<file path="src/sv/vrp_pkg.sv">
`timescale 1ns / 1ps
// ----------------------------------------------------------------------------
// vrp_pkg
// Shared types and constants of the video register port: request and result
// payloads, mode and register codes, memory sizes, controller/datapath link.
// ----------------------------------------------------------------------------
package vrp_pkg;

    // memory sizes
    localparam int NT_BYTES    = 1024;
    localparam int NT_DEPTH    = 2 * NT_BYTES;
    localparam int SPR_BYTES   = 256;
    localparam int PAT_BYTES   = 8192;
    localparam int PAL_ENTRIES = 32;
    localparam int NT_AW       = $clog2(NT_DEPTH);
    localparam int SPR_AW      = $clog2(SPR_BYTES);
    localparam int PAT_AW      = $clog2(PAT_BYTES);
    localparam int PAL_AW      = $clog2(PAL_ENTRIES);

    // request modes
    localparam logic [2:0] MODE_CPU_READ        = 3'd0;
    localparam logic [2:0] MODE_CPU_WRITE       = 3'd1;
    localparam logic [2:0] MODE_VBLANK_START    = 3'd2;
    localparam logic [2:0] MODE_PRERENDER_CLEAR = 3'd3;
    localparam logic [2:0] MODE_RENDER_FLAGS    = 3'd4;

    // cpu register numbers
    localparam logic [2:0] REG_CTRL     = 3'd0;
    localparam logic [2:0] REG_MASK     = 3'd1;
    localparam logic [2:0] REG_STATUS   = 3'd2;
    localparam logic [2:0] REG_OAM_ADDR = 3'd3;
    localparam logic [2:0] REG_OAM_DATA = 3'd4;
    localparam logic [2:0] REG_SCROLL   = 3'd5;
    localparam logic [2:0] REG_ADDR     = 3'd6;
    localparam logic [2:0] REG_DATA     = 3'd7;

    // request payload
    typedef struct packed {
        logic [2:0] mode;
        logic [2:0] reg_index;
        logic [7:0] write_data;
        logic       zero_hit_seen;
        logic       overflow_seen;
    } t_in_item;

    // result payload
    typedef struct packed {
        logic [7:0] read_data;
        logic       nmi_request;
    } t_out_item;

    // controller to datapath commands
    typedef struct packed {
        logic accept;
        logic finish;
        logic clear;
    } t_dp_cmd;

    // datapath to controller status
    typedef struct packed {
        logic clear_last;
    } t_dp_stat;

endpackage

</file>
<file path="src/sv/vrp_ctrl.sv">
`timescale 1ns / 1ps
// ----------------------------------------------------------------------------
// vrp_ctrl
// Sequencer of the register port: nametable clearing after reset, request
// intake, result delivery into the output register.
// ----------------------------------------------------------------------------
module vrp_ctrl
    import vrp_pkg::*;
(
    input  logic     i_clk,
    input  logic     i_rst_n,
    input  logic     i_in_valid,
    output logic     o_in_stall,
    output logic     o_out_valid,
    input  logic     i_out_stall,
    output t_dp_cmd  o_cmd,
    input  t_dp_stat i_stat
);

    typedef enum logic [1:0] {
        ST_CLEAR,
        ST_IDLE,
        ST_RESP
    } t_state;

    t_state r_state;
    logic   r_out_valid;
    logic   w_accept;
    logic   w_finish;

    // handshake decode
    assign w_accept = (r_state == ST_IDLE) && i_in_valid;
    assign w_finish = (r_state == ST_RESP) && (!r_out_valid || !i_out_stall);

    assign o_cmd.accept = w_accept;
    assign o_cmd.finish = w_finish;
    assign o_cmd.clear  = (r_state == ST_CLEAR);

    assign o_in_stall  = (r_state != ST_IDLE);
    assign o_out_valid = r_out_valid;

    // state and output valid
    always_ff @(posedge i_clk) begin
        if (!i_rst_n) begin
            r_state     <= ST_CLEAR;
            r_out_valid <= 1'b0;
        end else begin
            unique case (r_state)
                ST_CLEAR: begin
                    if (i_stat.clear_last) begin
                        r_state <= ST_IDLE;
                    end
                end
                ST_IDLE: begin
                    if (w_accept) begin
                        r_state <= ST_RESP;
                    end
                end
                ST_RESP: begin
                    if (w_finish) begin
                        r_state <= ST_IDLE;
                    end
                end
                default: begin
                    r_state <= ST_CLEAR;
                end
            endcase
            if (w_finish) begin
                r_out_valid <= 1'b1;
            end else if (!i_out_stall) begin
                r_out_valid <= 1'b0;
            end
        end
    end

`ifndef SYNTH
    // an accepted request always moves on to its result cycle
    a_accept_resp: assert property (@(posedge i_clk) disable iff (!i_rst_n)
        w_accept |=> (r_state == ST_RESP))
        else $error("accepted request did not reach result state");

    // a finished request leaves a valid result behind
    a_finish_valid: assert property (@(posedge i_clk) disable iff (!i_rst_n)
        w_finish |=> r_out_valid)
        else $error("finished request produced no result");

    // one request at a time
    a_one_at_a_time: assert property (@(posedge i_clk) disable iff (!i_rst_n)
        (i_in_valid && !o_in_stall) |=> o_in_stall)
        else $error("second request taken while one is in flight");

    // no result can exist during the clearing pass
    a_clear_quiet: assert property (@(posedge i_clk) disable iff (!i_rst_n)
        (r_state == ST_CLEAR) |-> !r_out_valid)
        else $error("result valid during clearing pass");
`endif

endmodule

</file>
<file path="config.mk">
export PLATFORM = sky130hd
export DESIGN_NAME = vrp_ctrl
export DESIGN_NICKNAME = d
export VERILOG_FILES = /design/src/sv/vrp_pkg.sv /design/src/sv/vrp_ctrl.sv
export SDC_FILE = /design/constraint.sdc
export NUM_CORES = 1
export LEC_CHECK = 0
export ABC_CLOCK_PERIOD_IN_PS = 2200
export BUFFER_PORTS_ARGS = -buffer_cell sky130_fd_sc_hd__buf_2
export CELL_PAD_IN_SITES_DETAIL_PLACEMENT = 1
export CELL_PAD_IN_SITES_GLOBAL_PLACEMENT = 2
export CORE_AREA = 2 2 39 41
export DETAILED_ROUTE_END_ITERATION = 10
export DIE_AREA = 0 0 41 43
export GPL_TIMING_DRIVEN = 0
export PLACE_DENSITY_LB_ADDON = 0.1
export SLEW_MARGIN = 20
export SYNTH_ARGS = -nofsm -noshare
export SYNTH_HDL_FRONTEND = slang
export SYNTH_SLANG_ARGS = --single-unit
</file>
<file path="constraint.sdc">
create_clock -name i_clk -period 2.2 [get_ports i_clk]
set_input_delay 0.11 -clock i_clk [delete_from_list [all_inputs] [get_ports i_clk]]
set_output_delay 0.11 -clock i_clk [all_outputs]
set_load 0.01 [all_outputs]
</file>
==> results_dict.tcl <==
set metrics [dict create \
    status "completed" \
    p_leak_nw 0.120 \
    fp.dieH_um 43 \
    grt-ovfl-total 0 \
    die_width_um 41 \
    area_growth_pct 55.3 \
    hold_path_class "primary input to register" \
    cts_buffer_depth 2 \
    syn_avg_cell_area_um2 8.69 \
    peakVddDrop_mv 0.192 \
    cts.clk_slew.worst_paths_ns 0.04 \
    portBuffers 9 \
    routedWlPerCell_um 8.08 \
    grt_pass1_wl_um 627 \
    cp.arrival_ns 1.10 \
    drv_cap 0 \
    drtPass1Iterations 2 \
    start_kind "register" \
    cts_tree "yes" \
    worst_slew_pin_slew_ns 0.186 \
    synth_cell_types 12 \
    root_buffer "clkbuf_4" \
    clock_sinks 3 \
    grt_pass1_vias 160 \
    insertion_delay_ns 0.24 \
    syn_area_um2 165 \
    dieArea_mm2 0.00176 \
    grt_setup_unrepaired "no" \
    finalHoldViolCount 0 \
    diodes 0 \
    viasPerCell 3.50 \
    ys_seq_elements 3 \
    criticalPathCategory "register to primary output" \
    ys_seq_area_share_pct 36.4 \
    worstPathRequired_ns 2.09 \
    core_mm2 0.00138 \
    yosysWarnings 0 \
    cts_made_buffers 3 \
    cts_resized 0 \
    endpoint_kind "primary output" \
    vias 168 \
    dp_cells 44 \
    fin_skew_ns 0.00322 \
    cp_max_fo 4 \
    holdBufCountCts 0 \
    grt_usage_pct 6.33 \
    gp_congestion 0.568 \
    syn-num-nets 24 \
    syn_inst 19 \
    power.density_mw_per_mm2 731 \
    fillers 173 \
    slew_violations 0 \
    fin_crit_sh_pct 54.9 \
    slew_headroom_pct 87.6 \
    postCtsSetupBuffers 0 \
    ant_nets 0 \
    grt_max_degree 6 \
    routed_wl_um 388 \
    htree_levels 1 \
    post-route-min-period_ns 1.21 \
    max_clock_freq_mhz 827 \
    antenna_found_initial 0 \
    num_rows 14 \
    dr.first_iter.drc_count 1 \
    fin_setup_tns_ns 0 \
    nets 38 \
    setup_viol 0 \
    ioPinCount 10 \
    start_util_pct 11.9 \
    final_layout_size_suffix_gt1_share_pct 53.1 \
    drc 0 \
    fin_cells 48 \
]
## cells in the final DEF (no fill, tap or decap)
| master | count |
|---|---|
| nand2_1 | 1 |
| clkbuf_1 | 1 |
| nor2_1 | 2 |
| a21boi_1 | 1 |
| o21a_1 | 2 |
| a21oi_1 | 1 |
| inv_1 | 1 |
| clkbuf_4 | 3 |
| nand2b_4 | 1 |
| dfxtp_1 | 3 |
| nand2b_1 | 3 |
| buf_4 | 2 |
| a21oi_2 | 1 |
| nor2_2 | 1 |
| buf_2 | 9 |
## worst max-delay path, cell delays in order (launching register included)
cell and delay [ns]:
dfxtp_1 0.34, nand2b_1 0.18, nor2_2 0.11, buf_4 0.11, buf_2 0.11
## logic make-up (layout without fill, tap and decap cells)
family | count (synthesis) | count (layout) | share of synthesized area [%]
AND/OR/NAND/NOR | 8 | 8 | 30.3
AO/OA/AOI/OAI | 5 | 5 | 22.0
flip-flops | 3 | 3 | 36.4
buffers and inverters | 3 | 16 | 11.4
## power by group
| part | leakage [nW] | internal (mW) | switching, mW |
|---|---|---|---|
| Sequential | 0.0245 | 0.0575 | 0.00333 |
| Clock | 0.0150 | 0.0681 | 0.0309 |
| Combinational | 0.0801 | 0.0154 | 0.0122 |
| Total | 0.120 | 0.141 | 0.0464 |
## state kept, by name (all words and copies together) (netlist names)
| register | count |
|---|---|
| o_out_valid | 1 |
| r_state | 2 |
## synthesized netlist by cell type
library cell / n / area, um^2
a21oi_1: 1 / 5.00
dfxtp_1: 3 / 60.1
a21boi_1: 1 / 7.51
a21oi_2: 1 / 8.76
o21a_1: 2 / 15.0
nand2b_4: 1 / 13.8
nand2_1: 1 / 3.75
nor2_1: 2 / 7.51
nand2b_1: 3 / 18.8
buf_4: 2 / 15.0
inv_1: 1 / 3.75
nor2_2: 1 / 6.26
## stage by stage
stage                     power [mW]  worst slack (ns)  instance area [um^2]  utilization, %  hold WS, ns
after floorplan               0.0780              1.29                   165               -        0.227
after global placement        0.0903              1.23                   230            16.6        0.358
after detailed placement      0.0902              1.22                   230            16.6        0.355
after CTS                      0.194             0.958                   256            18.5        0.107
after global routing           0.202             0.894                   256            18.5        0.107
final                          0.188             0.991                   256            18.5        0.111
## worst paths after layout
path                            start                  endpoint  slack (ns)  cells after the start
max           r_state[1]$_SDFFE_PN0P_                  o_cmd[2]        0.99                      4
min reg2reg  o_out_valid$_SDFFE_PN0P_  o_out_valid$_SDFFE_PN0P_        0.52                      2
max reg2reg   r_state[1]$_SDFFE_PN0P_   r_state[1]$_SDFFE_PN0P_        1.30                      3
min                           i_rst_n   r_state[0]$_SDFFE_PN0P_        0.11                      2
## layout make-up
class                   instances  area, um^2  area share (%)
flip-flops and latches          3        60.1            23.4
repair buffers                  9        45.0            17.6
inverters                       1        3.75            1.46
multi-input cells              13        86.3            33.7
plain buffers                   2        15.0            5.85
well taps                      16        20.0            7.80
clock buffers                   4        26.3            10.2
## routing by layer
metal / GRT usage (%) / share of wire [%]
met5: 0 / 0
met1: 7.72 / 46
met4: 10.0 / 0
met3: 3.14 / 8.5
met2: 5.63 / 46
Power figures use the tool's default switching activity.
